### src/hdl/box_blur_3x3_rgb_unit_assert.svh
// Assertion macros shared by the front end and queue modules of the blur unit.
`ifndef BOX_BLUR_3X3_RGB_UNIT_ASSERT_SVH
`define BOX_BLUR_3X3_RGB_UNIT_ASSERT_SVH

// Property that must hold at every clock edge outside reset.
`define BB3_ASSERT(lbl, prop, msg) \
  lbl: assert property (@(posedge clk) disable iff (rst) prop) else $error(msg);

// Condition that must never be true outside reset.
`define BB3_NEVER(lbl, cond, msg) \
  lbl: assert property (@(posedge clk) disable iff (rst) !(cond)) else $error(msg);

`endif

### src/hdl/bb3_pkg.sv
// ----------------------------------------------------------------------------
// bb3_pkg
// Shared types, constants and arithmetic helpers of the 3x3 RGB box blur.
// ----------------------------------------------------------------------------
package bb3_pkg;

  localparam int DEF_MAX_WIDTH  = 1024;
  localparam int DEF_MAX_HEIGHT = 4096;

  localparam int PIX_W      = 24;
  localparam int CH_W       = 8;
  localparam int SUM_W      = 12;
  localparam int CNT_W      = 4;
  localparam int NUM_W      = 13;
  localparam int RECIP_W    = 20;
  localparam int RECIP_SH   = 20;
  localparam int PROD_W     = NUM_W + RECIP_W;
  localparam int FW_W       = 11;
  localparam int FH_W       = 13;
  localparam int CFG_W      = 13;
  localparam int CFG_IDX_W  = 1;
  localparam int RESET_WIDTH  = 640;
  localparam int RESET_HEIGHT = 480;
  localparam int QUEUE_DEPTH  = 4;

  // Configuration register indexes.
  typedef enum logic [CFG_IDX_W-1:0] {
    REG_FRAME_WIDTH  = 1'b0,
    REG_FRAME_HEIGHT = 1'b1
  } bb3_reg_t;

  // Front end sequencer states.
  typedef enum logic {
    ST_IDLE,
    ST_EMIT
  } bb3_state_t;

  // Neighborhood sums of one result, waiting for the divide.
  typedef struct packed {
    logic [2:0][SUM_W-1:0] sum;
    logic [CNT_W-1:0]      cnt;
    logic                  frame_end;
  } bb3_acc_t;

  // Adds the selected rows of one window column (bit 0 is the top row).
  function automatic bb3_acc_t col_add(bb3_acc_t a, logic [2:0][PIX_W-1:0] col,
                                       logic [2:0] rows);
    bb3_acc_t r;
    r = a;
    for (int i = 0; i < 3; i++) begin
      if (rows[i]) begin
        for (int ch = 0; ch < 3; ch++) begin
          r.sum[ch] = r.sum[ch] + SUM_W'(col[i][PIX_W-1-CH_W*ch -: CH_W]);
        end
        r.cnt = r.cnt + CNT_W'(1);
      end
    end
    return r;
  endfunction

  // Rounded-up reciprocal of twice the count, scaled by 2^RECIP_SH.
  function automatic logic [RECIP_W-1:0] recip(logic [CNT_W-1:0] n);
    logic [RECIP_W-1:0] m;
    case (n)
      4'd2:    m = 20'd262144;
      4'd3:    m = 20'd174763;
      4'd4:    m = 20'd131072;
      4'd5:    m = 20'd104858;
      4'd6:    m = 20'd87382;
      4'd7:    m = 20'd74899;
      4'd8:    m = 20'd65536;
      4'd9:    m = 20'd58255;
      default: m = 20'd524288;
    endcase
    return m;
  endfunction

endpackage

### src/hdl/bb3_in_if.sv
// ----------------------------------------------------------------------------
// bb3_in_if
// Input channel of the blur unit: pixels and drain ticks.
// ----------------------------------------------------------------------------
interface bb3_in_if;
  logic       valid;
  logic       ready;
  logic       req_type;
  logic [7:0] in_red;
  logic [7:0] in_green;
  logic [7:0] in_blue;

  modport source (output valid, req_type, in_red, in_green, in_blue, input ready);
  modport sink   (input valid, req_type, in_red, in_green, in_blue, output ready);
endinterface

### src/hdl/bb3_front.sv
// ----------------------------------------------------------------------------
// bb3_front
// Accepts pixels and drain ticks, tracks frame position, reads and updates
// the line stores and forms the neighborhood sums of up to two results.
// ----------------------------------------------------------------------------
`include "box_blur_3x3_rgb_unit_assert.svh"

module bb3_front #(
  parameter int MAX_WIDTH  = bb3_pkg::DEF_MAX_WIDTH,
  parameter int MAX_HEIGHT = bb3_pkg::DEF_MAX_HEIGHT,
  parameter int AW         = (MAX_WIDTH > 1) ? $clog2(MAX_WIDTH) : 1
) (
  input  logic                            clk,
  input  logic                            rst,
  bb3_in_if.sink                          in_ch,
  input  logic                            cfg_we,
  input  logic [bb3_pkg::CFG_IDX_W-1:0]   cfg_index,
  input  logic [bb3_pkg::CFG_W-1:0]       cfg_data,
  output logic                            ram_re,
  output logic [AW-1:0]                   ram_raddr,
  input  logic [bb3_pkg::PIX_W-1:0]       above_rdata,
  input  logic [bb3_pkg::PIX_W-1:0]       two_rdata,
  output logic                            ram_we,
  output logic [AW-1:0]                   ram_waddr,
  output logic [bb3_pkg::PIX_W-1:0]       above_wdata,
  output logic [bb3_pkg::PIX_W-1:0]       two_wdata,
  output logic                            push0,
  output logic                            push1,
  output bb3_pkg::bb3_acc_t               push0_data,
  output bb3_pkg::bb3_acc_t               push1_data,
  input  logic [2:0]                      q_free
);

  localparam int WW = $clog2(MAX_WIDTH + 1);
  localparam int HW = $clog2(MAX_HEIGHT + 1);

  bb3_pkg::bb3_state_t state, state_next;

  logic [bb3_pkg::FW_W-1:0]  frame_width;
  logic [bb3_pkg::FH_W-1:0]  frame_height;
  logic [AW-1:0]             col_pos;
  logic [HW-1:0]             row_pos;
  logic [AW-1:0]             drain_pos;
  logic                      draining;
  logic [2:0][bb3_pkg::PIX_W-1:0] win0, win1;
  logic                      item_drain;
  logic [bb3_pkg::PIX_W-1:0] item_pix;

  logic [WW-1:0] w_eff;
  logic [HW-1:0] h_eff;
  logic          accept, item_ok, room, fire;
  logic [AW-1:0] pos;
  logic          pos_ge1, pos_ge2, last_col, has_a, has_b;
  logic [2:0]    rows;
  logic [2:0][bb3_pkg::PIX_W-1:0] col;
  bb3_pkg::bb3_acc_t res_a, res_b;

  // Effective frame size, clamped to the supported range.
  always_comb begin
    if (frame_width == '0) begin
      w_eff = WW'(1);
    end else if (32'(frame_width) > MAX_WIDTH) begin
      w_eff = WW'(MAX_WIDTH);
    end else begin
      w_eff = WW'(frame_width);
    end
    if (frame_height == '0) begin
      h_eff = HW'(1);
    end else if (32'(frame_height) > MAX_HEIGHT) begin
      h_eff = HW'(MAX_HEIGHT);
    end else begin
      h_eff = HW'(frame_height);
    end
  end

  // Classification: ignored items are taken and dropped at once.
  assign accept  = in_ch.valid && in_ch.ready;
  assign item_ok = in_ch.req_type ? draining : !draining;
  assign room    = q_free >= 3'd2;
  assign fire    = (state == bb3_pkg::ST_EMIT) && room;

  // Window geometry of the held item.
  assign pos      = item_drain ? drain_pos : col_pos;
  assign pos_ge1  = pos != '0;
  assign pos_ge2  = WW'(pos) >= WW'(2);
  assign last_col = (WW'(pos) + WW'(1)) == w_eff;
  assign has_a    = (item_drain || row_pos != '0) && pos_ge1;
  assign has_b    = (item_drain || row_pos != '0) && last_col;

  always_comb begin
    if (item_drain) begin
      rows = (h_eff >= HW'(2)) ? 3'b011 : 3'b010;
    end else begin
      rows = (row_pos >= HW'(2)) ? 3'b111 : 3'b110;
    end
  end

  assign col[0] = two_rdata;
  assign col[1] = above_rdata;
  assign col[2] = item_drain ? '0 : item_pix;

  // Neighborhood sums of the two possible results.
  always_comb begin
    res_a = bb3_pkg::col_add('0, win0, rows & {3{pos_ge2}});
    res_a = bb3_pkg::col_add(res_a, win1, rows);
    res_a = bb3_pkg::col_add(res_a, col, rows);
    res_a.frame_end = 1'b0;
    res_b = bb3_pkg::col_add('0, win1, rows & {3{pos_ge1}});
    res_b = bb3_pkg::col_add(res_b, col, rows);
    res_b.frame_end = item_drain;
  end

  // Next state.
  always_comb begin
    state_next = state;
    case (state)
      bb3_pkg::ST_IDLE: begin
        if (accept && item_ok) begin
          state_next = bb3_pkg::ST_EMIT;
        end
      end
      bb3_pkg::ST_EMIT: begin
        if (room) begin
          state_next = bb3_pkg::ST_IDLE;
        end
      end
      default: state_next = bb3_pkg::ST_IDLE;
    endcase
  end

  // Outputs of the sequencer.
  always_comb begin
    in_ch.ready = state == bb3_pkg::ST_IDLE;
    ram_re      = accept && item_ok;
    ram_raddr   = in_ch.req_type ? drain_pos : col_pos;
    ram_we      = fire && !item_drain;
    ram_waddr   = pos;
    above_wdata = item_pix;
    two_wdata   = above_rdata;
    push0       = fire && (has_a || has_b);
    push1       = fire && has_a && has_b;
    push0_data  = has_a ? res_a : res_b;
    push1_data  = res_b;
  end

  always_ff @(posedge clk) begin
    if (rst) begin
      state <= bb3_pkg::ST_IDLE;
    end else begin
      state <= state_next;
    end
  end

  // Held item payload.
  always_ff @(posedge clk) begin
    if (accept) begin
      item_drain <= in_ch.req_type;
      item_pix   <= {in_ch.in_red, in_ch.in_green, in_ch.in_blue};
    end
  end

  // Configuration registers and frame position.
  always_ff @(posedge clk) begin
    if (rst) begin
      frame_width  <= bb3_pkg::FW_W'(bb3_pkg::RESET_WIDTH);
      frame_height <= bb3_pkg::FH_W'(bb3_pkg::RESET_HEIGHT);
      col_pos      <= '0;
      row_pos      <= '0;
      drain_pos    <= '0;
      draining     <= 1'b0;
      win0         <= '0;
      win1         <= '0;
    end else if (cfg_we) begin
      if (cfg_index == bb3_pkg::REG_FRAME_WIDTH) begin
        frame_width <= cfg_data[bb3_pkg::FW_W-1:0];
      end else begin
        frame_height <= cfg_data;
      end
      col_pos   <= '0;
      row_pos   <= '0;
      drain_pos <= '0;
      draining  <= 1'b0;
      win0      <= '0;
      win1      <= '0;
    end else if (fire) begin
      win0 <= win1;
      win1 <= col;
      if (item_drain) begin
        if (last_col) begin
          col_pos   <= '0;
          row_pos   <= '0;
          drain_pos <= '0;
          draining  <= 1'b0;
          win0      <= '0;
          win1      <= '0;
        end else begin
          drain_pos <= drain_pos + AW'(1);
        end
      end else if (last_col) begin
        col_pos <= '0;
        row_pos <= row_pos + HW'(1);
        if ((row_pos + HW'(1)) >= h_eff) begin
          draining <= 1'b1;
        end
      end else begin
        col_pos <= col_pos + AW'(1);
      end
    end
  end

  `BB3_ASSERT(a_col_in_frame, WW'(col_pos) < w_eff, "column position beyond frame width")
  `BB3_ASSERT(a_drain_only_when_draining, drain_pos != '0 |-> draining, "drain position moved outside flush")
  `BB3_ASSERT(a_ignored_item_stays_idle, accept && !item_ok && !cfg_we |=> state == bb3_pkg::ST_IDLE && $stable(col_pos), "ignored item changed state")

endmodule

### src/flat_wrapper.sv
// flat-port wrapper written by rule: the top's interface ports become plain ports
module bb3_front_flat 
#(
  parameter int MAX_WIDTH  = bb3_pkg::DEF_MAX_WIDTH,
  parameter int MAX_HEIGHT = bb3_pkg::DEF_MAX_HEIGHT,
  parameter int AW         = (MAX_WIDTH > 1) ? $clog2(MAX_WIDTH) : 1
)
  (clk, rst, cfg_we, cfg_index, cfg_data, ram_re, ram_raddr, above_rdata, two_rdata, ram_we, ram_waddr, above_wdata, two_wdata, push0, push1, push0_data, push1_data, q_free, in_ch_valid, in_ch_req_type, in_ch_in_red, in_ch_in_green, in_ch_in_blue, in_ch_ready);
  bb3_in_if in_ch_i ();
  input  logic clk;
  input  logic rst;
  input  logic cfg_we;
  input  logic [bb3_pkg::CFG_IDX_W-1:0] cfg_index;
  input  logic [bb3_pkg::CFG_W-1:0] cfg_data;
  output logic ram_re;
  output logic [AW-1:0] ram_raddr;
  input  logic [bb3_pkg::PIX_W-1:0] above_rdata;
  input  logic [bb3_pkg::PIX_W-1:0] two_rdata;
  output logic ram_we;
  output logic [AW-1:0] ram_waddr;
  output logic [bb3_pkg::PIX_W-1:0] above_wdata;
  output logic [bb3_pkg::PIX_W-1:0] two_wdata;
  output logic push0;
  output logic push1;
  output bb3_pkg::bb3_acc_t push0_data;
  output bb3_pkg::bb3_acc_t push1_data;
  input  logic [2:0] q_free;
  input wire logic [$bits(in_ch_i.valid)-1:0] in_ch_valid;
  input wire logic [$bits(in_ch_i.req_type)-1:0] in_ch_req_type;
  input wire logic [$bits(in_ch_i.in_red)-1:0] in_ch_in_red;
  input wire logic [$bits(in_ch_i.in_green)-1:0] in_ch_in_green;
  input wire logic [$bits(in_ch_i.in_blue)-1:0] in_ch_in_blue;
  output wire logic [$bits(in_ch_i.ready)-1:0] in_ch_ready;
  assign in_ch_i.valid = in_ch_valid;
  assign in_ch_i.req_type = in_ch_req_type;
  assign in_ch_i.in_red = in_ch_in_red;
  assign in_ch_i.in_green = in_ch_in_green;
  assign in_ch_i.in_blue = in_ch_in_blue;
  assign in_ch_ready = in_ch_i.ready;
  bb3_front #(.MAX_WIDTH(MAX_WIDTH), .MAX_HEIGHT(MAX_HEIGHT), .AW(AW)) u_core (.clk(clk), .rst(rst), .in_ch(in_ch_i), .cfg_we(cfg_we), .cfg_index(cfg_index), .cfg_data(cfg_data), .ram_re(ram_re), .ram_raddr(ram_raddr), .above_rdata(above_rdata), .two_rdata(two_rdata), .ram_we(ram_we), .ram_waddr(ram_waddr), .above_wdata(above_wdata), .two_wdata(two_wdata), .push0(push0), .push1(push1), .push0_data(push0_data), .push1_data(push1_data), .q_free(q_free));
endmodule
### config.mk
export PLATFORM = sky130hd
export DESIGN_NAME = bb3_front_flat
export DESIGN_NICKNAME = d
export VERILOG_FILES = /design/src/hdl/bb3_pkg.sv /design/src/hdl/bb3_in_if.sv /design/src/hdl/bb3_front.sv /design/src/flat_wrapper.sv
export VERILOG_INCLUDE_DIRS = /design/src /design/src/hdl
export SDC_FILE = /design/constraint.sdc
export NUM_CORES = 1
export LEC_CHECK = 0
export ABC_AREA = 1
export BUFFER_PORTS_ARGS = -buffer_cell sky130_fd_sc_hd__buf_2
export CAP_MARGIN = 30
export CORE_ASPECT_RATIO = 2
export CORE_MARGIN = 4
export CORE_UTILIZATION = 62
export DETAILED_ROUTE_END_ITERATION = 16
export HOLD_SLACK_MARGIN = 0.08
export PLACE_DENSITY = 0.83
export RECOVER_POWER = 25
export SETUP_SLACK_MARGIN = 0.05
export SKIP_LAST_GASP = 1
export SYNTH_ARGS = -nofsm -noshare
export SYNTH_HDL_FRONTEND = slang
export SYNTH_SLANG_ARGS = --single-unit
### constraint.sdc
create_clock -name clk -period 14.8 [get_ports clk]
set_clock_uncertainty 0.2 [all_clocks]
set_input_delay 2.96 -clock clk [delete_from_list [all_inputs] [get_ports clk]]
set_output_delay 2.96 -clock clk [all_outputs]
set_load 0.005 [all_outputs]
# [Yosys cells after proc, flatten, opt, wreduce, memory -nomap -nowiden]
# Cells that the tools add are included.
[word_totals] in_bits=94 elab_cells=154 out_inout_bits=155 romBits=0 n_memories=0 latchBits=0 reg_bits=228 ram_bits=0
[op_classes] n_mux=45 n_bitwise=4 div=0 order_cmp=7 multipliers=0 eq_ne=2 add_sub_neg=56 reduce_logical=25 shifts=0
[ops] operator="two-way mux 40 bit" n=13
[ops] operator="adder 12 x 8 -> 12 bit" n=37
[ops] operator="two-way mux 72 bit" n=4
[ops] operator="two-way mux 36 bit" n=2
[ops] operator="two-way mux 13 bit" n=5
[ops] operator="two-way mux 10 bit" n=6
[ops] operator="adder 4 x 1 -> 4 bit, second input constant" n=13
[ops] operator="two-way mux 41 bit" n=1
[ops] operator=">= comparator 13 x 2 -> 1 bit, second input constant" n=2
[ops] operator="two-way mux 24 bit" n=1
[ops] operator="two-way mux 11 bit" n=2
[ops] operator="adder 10 x 1 -> 10 bit, second input constant" n=2
[ops] operator="adder 8 x 8 -> 9 bit" n=2
[ops] operator="adder 13 x 1 -> 13 bit, second input constant" n=1
[ops] operator=">= comparator 13 bit" n=1
[ops] operator="greater-than comparator 13 bit, second input constant" n=1
[ops] operator="logical NOT 13 bit" n=1
[ops] operator="nonzero test 13 bit" n=1
[ops] operator="adder 10 x 1 -> 11 bit, second input constant" n=1
[ops] operator="equality test 11 bit" n=1
[ops] operator="greater-than comparator 11 bit, second input constant" n=1
[ops] operator="logical NOT 11 bit" n=1
[ops] operator=">= comparator 10 x 2 -> 1 bit, second input constant" n=1
[ops] operator="AND reduction 2 bit" n=5
[ops] operator="14 further kinds" n=34

# [Depth between registers and ports, before layout]
# Gate-level depths: netlist of the first run.
[logic_depth] word_depth=25 depth_mapped=68 ltp_nobuf=64

# [Worst setup path after synthesis of the first run]
# Ideal clock, no wire load.
[synth_timing] kind="reg-to-output" from="reg u_core.item_drain" to="out push0_data[16] (netlist name)" required_ns=11.640 slack_ns=2.037 path_stages_with_launch=60 arrival_time_ns=9.603 n_path_buf=5 path_cell_list="edfxtp_1 -> buf_6 -> buf_6 -> inv_2 -> buf_2 -> nor2_1 -> a21oi_1 -> inv_1 -> ha_1 -> nor2_1 -> nand4_4 -> inv_4 -> nor2_8 -> inv_1 -> clkbuf_1 -> clkbuf_1 -> nor2_1 -> ha_1 -> [... 24 more ...] -> ha_1 -> inv_1 -> o21ai_0 -> and2_1 -> nor2_1 -> o21bai_1 -> inv_1 -> nor2_1 -> inv_1 -> a21oi_1 -> inv_1 -> nor2_2 -> inv_1 -> nor2_1 -> nand2_1 -> nand2_1 -> nand3_1 -> nand2_1"
[synth_rtl] element="start: declaration" line="bb3_front.sv:46" rtl="logic item_drain;"
[synth_rtl] element="start signal: assignment" line="bb3_front.sv:157" rtl="item_drain <= in_ch.req_type;"
[synth_rtl] element="end: declaration" line="flat_wrapper.sv:25" rtl="output bb3_pkg::bb3_acc_t push0_data;"

==> results of run 1 <==
final timing paths:
path / startpoint / end / slack (ps) / depth (start not counted)
worst max-delay path: u_core.item_drain$_DFFE_PP_ / push0_data[28] / 800 / 56
worst min register to register: u_core.win0[15]$_SDFFE_PP0P_ / u_core.win0[15]$_SDFFE_PP0P_ / 260 / 2
worst min-delay path: u_core.win0[15]$_SDFFE_PP0P_ / u_core.win0[15]$_SDFFE_PP0P_ / 260 / 2
worst max register to register: u_core.state$_SDFF_PP0_ / u_core.drain_pos[5]$_SDFFE_PP0P_ / 8840 / 9
kinds of logic after synthesis:
| logic type | after synthesis |
|---|---|
| AOI/OAI and AO/OA | 900 |
| DFF | 228 |
| xor gates and xnor gates | 174 |
| muxes | 1 |
| buffers and inverters | 796 |
| and+or+nand+nor | 1800 |
| adders and majority gates | 375 |
critical path: cells and delay by family, from the launching register on:
family / cells / cell delay (ps)
adders and majority gates: 10 / 3820
and+or+nand+nor: 18 / 2000
buffers and inverters: 17 / 1960
AOI/OAI and AO/OA: 9 / 1690
DFF: 1 / 450
xor gates and xnor gates: 2 / 340
cells in the mapped netlist (all sizes together) (25+ instances only):
cell type,count
xor2,115
fa,39
o31ai,33
ha,336
o21bai,34
xnor2,59
clkbuf,125
dfxtp,203
nor3,39
nand3,270
o21ai,321
buf,43
nor2,489
inv,626
edfxtp,25
a21oi,446
nand4,28
nand2,914
state kept, by name, indices dropped and copies added, names as in the netlist:
name                 count
u_core.frame_height     13
u_core.col_pos          10
u_core.draining          1
u_core.above_wdata      24
u_core.win1             72
u_core.frame_width      11
u_core.row_pos          13
u_core.state             1
u_core.drain_pos        10
u_core.win0             72
u_core.item_drain        1
cell usage in the layout (no fill, tap or decap), types with 34 or more instances in the layout:
| cell | netlist | routed |
|---|---|---|
| buf_2 | 9 | 242 |
| dfxtp_1 | 203 | 203 |
| fa_1 | 39 | 39 |
| nand2_1 | 885 | 885 |
| nor3_1 | 39 | 39 |
| o21ai_0 | 300 | 291 |
| inv_1 | 614 | 612 |
| a21oi_1 | 444 | 444 |
| nor2_1 | 481 | 480 |
| ha_1 | 336 | 336 |
| xnor2_1 | 59 | 59 |
| o21bai_1 | 34 | 34 |
| nand3_1 | 256 | 254 |
| xor2_1 | 114 | 114 |
what timing repair did:
| action | in CTS | in global routing |
|---|---|---|
| setup endpoints to repair | 0 | 14 |
| setup buffers | 0 | 2 |
| gates resized for setup | 0 | 17 |
report_power, final:
group	internal (mW)	total, mW	switching [mW]
Combinational	0.263	0.742	0.479
Sequential	0.637	0.648	0.0110
Clock	0.344	0.624	0.280
Total	1.24	2.01	0.770
cell type report:
type	count	area, um^2
timing repair buffer	276	1440
timing repair inverter	1	5.00
antenna	3	7.51
sequential	228	4810
multi-input combinational	3250	19100
clock inverter	12	104
inverter	628	2370
clock buffer	32	682
fill	4040	13700
tap	545	682
layer usage:
| metal | vias up | track usage | wire, um |
|---|---|---|---|
| li1 | 14207 | - | - |
| met1 | 12994 | 0.385 | 31100 |
| met2 | 973 | 0.592 | 39600 |
| met3 | 239 | 0.0460 | 5520 |
| met4 | 0 | 0.199 | 5230 |
| met5 | - | 0 | 0 |
==> impl_metrics.toml, run 1 <==
[routing]
wl_per_cell_um = 16.4
firstDrtPassIters = 6
drtIter0Drc = 1722
wl_um = 81400
vias_per_cell = 5.71
final_antenna_net_count = 0
drc = 0
vias = 28413

[timing]
rsz0062_at_grt = "no"
timing.setup.tns_ps = 0
period_needed_ps = 14000
slew_headroom = -1.80
fin_hold_ws_ps = 263
worst_pin_slew_ps = 4200
maxSlewViolCount = 167
max_freq_ghz = 0.0715
fin_ws_ps = 805
period_share = 0.946
setup_viol = 0
hold_viol_final = 0

[worst_setup_path]
critPathLaunchType = "register"
required_ps = 11640
crit_type = "register to output port"
end_kind = "output port"
crit_slowest_cell = "fa_1"
max_stage_delay_ps = 580
path_common_cell = "inv_1"
crit_fanout = 11
worstPathArrival_ps = 10840

[floorplan]
die-area_mm2 = 0.0470
die_x_um = 155
die_h_um = 303
io_pins = 249
start_util = 0.629
rows = 107
fp.coreArea_mm2 = 0.0428

[placement]
io_buffers = 247
place.gp.congestion = 0.979
dp.cells = 4925
hpwl_um = 62900
pre_cts_slack_ps = 1030
placed_area_mm2 = 0.0283

[status]
violations = "max-capacitance violations, max-slew violations"
status = "finished, violations left"

[finish]
nets = 4878
fin_cells = 4975
area_growth_pct = 8.31
utilization = 0.681
drive_gt1_frac = 0.0940
stdcell_area_mm2 = 0.0292

[global_route]
grtUsageTotal = 0.337
overflow = 0
grt_pass1_wl_um = 131000
antenna_found_initial = 4
grt_pass1_vias = 27906
grt_max_degree = 95

[job]
max_cap_viol_count = 3

[yosys]
yosysUniqueCellTypes = 58
synth_mux_area_frac = 0.000418
yosysTopAreaCell = "ha_1"
yosys_warnings = 0
synth_xor_area_frac = 0.0569
synth-main-ff-cell = "dfxtp_1"
syn_inst = 4274
synthSimpleGateAreaFrac = 0.282
synthArstFlopShare = 0
synth_area_mm2 = 0.0269
synth_top_cell_area_share = 0.156
synth_edf_count = 25
synthAdderAreaFrac = 0.185
yosysSeqAreaShare = 0.179
yosys-top-cells-area = "ha_1 (16%), dfxtp_1 (15%), nand2_1 (12%), inv_1 (8.6%), a21oi_1 (8.3%)"
avgSynthCellArea_um2 = 6.30
ys_seq_elements = 228
synth_top_family_by_area = "simple AND/OR/NAND/NOR gates"
syn_nets = 4743
synth_compound_area_frac = 0.181

[clock_tree]
cts_hold_buffers = 0
cts_tree = "yes"
clk_pin_slew_ps = 70
insertion_delay_ps = 570
cts_sinks = 228
cts_buffers = 24
clk_path_buf_depth = 3
cts_root_buf = "clkbuf_16"
h-tree-depth = 1

[power_and_ir_drop]
power.density_mw_per_mm2 = 69.0
power.total_mw = 2.01
peakVddDrop_mv = 0.102
p_leak_nw = 14.2

[worst_hold_path]
hold_class = "register to register"
Note: power is estimated with default switching activity, not from simulation.
==> run 2, diff against run 1 <==
- REMOVE_ABC_BUFFERS: unset -> 1
==> impl_metrics.toml, run 2 (same netlist as run 1, synthesis figures left out) <==
[status]
status = "finished, violations left"
violations = "max-capacitance violations, max-slew violations"

[worst_hold_path]
whs_endpoint = "u_core.win0[8]$_SDFFE_PP0P_"
hold_class = "register to register"
hold_depth = 2
worstHoldStart = "u_core.win0[8]$_SDFFE_PP0P_"

[finish]
drive_gt1_frac = 0.0914
mostFrequentLayoutCells = "nand2_1 (885), inv_1 (612), nor2_1 (480), a21oi_1 (444), ha_1 (336)"
multiInputGateArea_mm2 = 0.0191
regArea_mm2 = 0.00481
utilization = 0.683
layout_commonest_cell = "nand2_1"
area_growth_pct = 8.63
nets = 4880
nFillCells = 3946

[global_route]
grt_pass1_wl_um = 131000
grt_max_degree = 91
overflow = 0
antenna_found_initial = 1
grt_pass1_vias = 28228
grtUsageTotal = 0.338

[worst_setup_path]
cp_top_family = "adder cells"
crit_fanout = 11
r2r_cells = 14
path_buf_inv = 16
timing.rr.start = "u_core.state$_SDFF_PP0_"
crit_slowest_cell = "fa_1"
path_common_cell = "inv_1"
rr_endpoint = "u_core.drain_pos[9]$_SDFFE_PP0P_"
r2r_slack_ps = 5490
critPathLaunchType = "register"
worstPathArrival_ps = 10830
end_kind = "output port"
crit_type = "register to output port"
max_stage_delay_ps = 580
required_ps = 11640

[timing]
hold_viol_final = 0
setup_viol = 0
maxSlewViolCount = 145
worst_pin_slew_ps = 3380
max_freq_ghz = 0.0715
period_needed_ps = 13990
slew_headroom = -1.25
rsz0062_at_grt = "no"
fin_ws_ps = 811
period_share = 0.945
timing.setup.tns_ps = 0

[routing]
wl_um = 81600
firstDrtPassIters = 7
vias = 28511
final_antenna_net_count = 0
wl_per_cell_um = 16.4
vias_per_cell = 5.73
drtIter0Drc = 1707
drc = 0

[floorplan]
die-area_mm2 = 0.0470
fp.coreArea_mm2 = 0.0428
die_x_um = 155
start_util = 0.629
die_h_um = 303
rows = 107
io_pins = 249

[placement]
hpwl_um = 61800
io_buffers = 247
place.gp.congestion = 0.912
pre_cts_slack_ps = 1150

[power_and_ir_drop]
p_leak_nw = 14.2
power.density_mw_per_mm2 = 70.6
peakVddDrop_mv = 0.101

[clock_tree]
cts_root_buf = "clkbuf_16"
clk_path_buf_depth = 3
cts_buffers = 25
clk_pin_slew_ps = 70
cts_hold_buffers = 0
insertion_delay_ps = 570
h-tree-depth = 1
cts_sinks = 228
cts_tree = "yes"

[job]
max_cap_viol_count = 3
## run 2: worst max-delay path by stage
| stage | start | end | slack [ps] | depth (start not counted) |
|---|---|---|---|---|
| floorplan | u_core.item_drain$_DFFE_PP_ | push0_data[16] | -2570 | 51 |
| global route | u_core.item_drain$_DFFE_PP_ | push0_data[16] | 40 | 55 |
| detailed placement | u_core.item_drain$_DFFE_PP_ | push0_data[28] | 1150 | 49 |
| global placement | u_core.item_drain$_DFFE_PP_ | push0_data[28] | 1370 | 51 |
| CTS | u_core.item_drain$_DFFE_PP_ | push0_data[28] | 460 | 49 |
| finish | u_core.item_drain$_DFFE_PP_ | push0_data[28] | 810 | 51 |
## run 2: timing repair
item	CTS	global route
endpoints found under the setup margin	0	11
setup buffers	0	2
gates resized for setup	0	11
## run 2: layout make-up
class	count	share of cell area
multi-input combinational	3250	0.652
sequential	228	0.165
inverter	628	0.0809
timing repair buffer	278	0.0501
tap	545	0.0233
clock buffer	26	0.0222
clock inverter	20	0.00718
antenna	2	0.000171
## run 2: tightest hold or removal path, stage by stage (launching register included)
cell and delay (ps):
dfxtp_1 310, nand2_1 60, a21oi_1 50
## run 2: layer usage
metal	share of wire	GRT usage	vias up	routed length (um)
met2	0.50	0.626	996	41100
met3	0.054	0.0391	371	4440
met4	0.080	0.234	0	6520
met5	0	0	-	0
li1	-	-	14212	-
met1	0.36	0.348	12932	29600
## run 2: through the flow
stage	std cells	cell area [um^2]	total power, mW	hold WS (ps)
floorplan	4106	26200	1.14	241
global placement	4925	28300	1.36	252
detailed placement	4927	28400	1.38	255
CTS	4973	29300	2.07	266
global route	4976	29300	2.19	287
finish	4977	29300	2.07	264
## run 2: power breakdown
part | total (mW) | leakage, nW | internal, mW | switching [mW]
combinational | 0.732 | 11.9 | 0.262 | 0.470
sequential | 0.647 | 1.88 | 0.636 | 0.0104
clock | 0.686 | 0.409 | 0.378 | 0.308
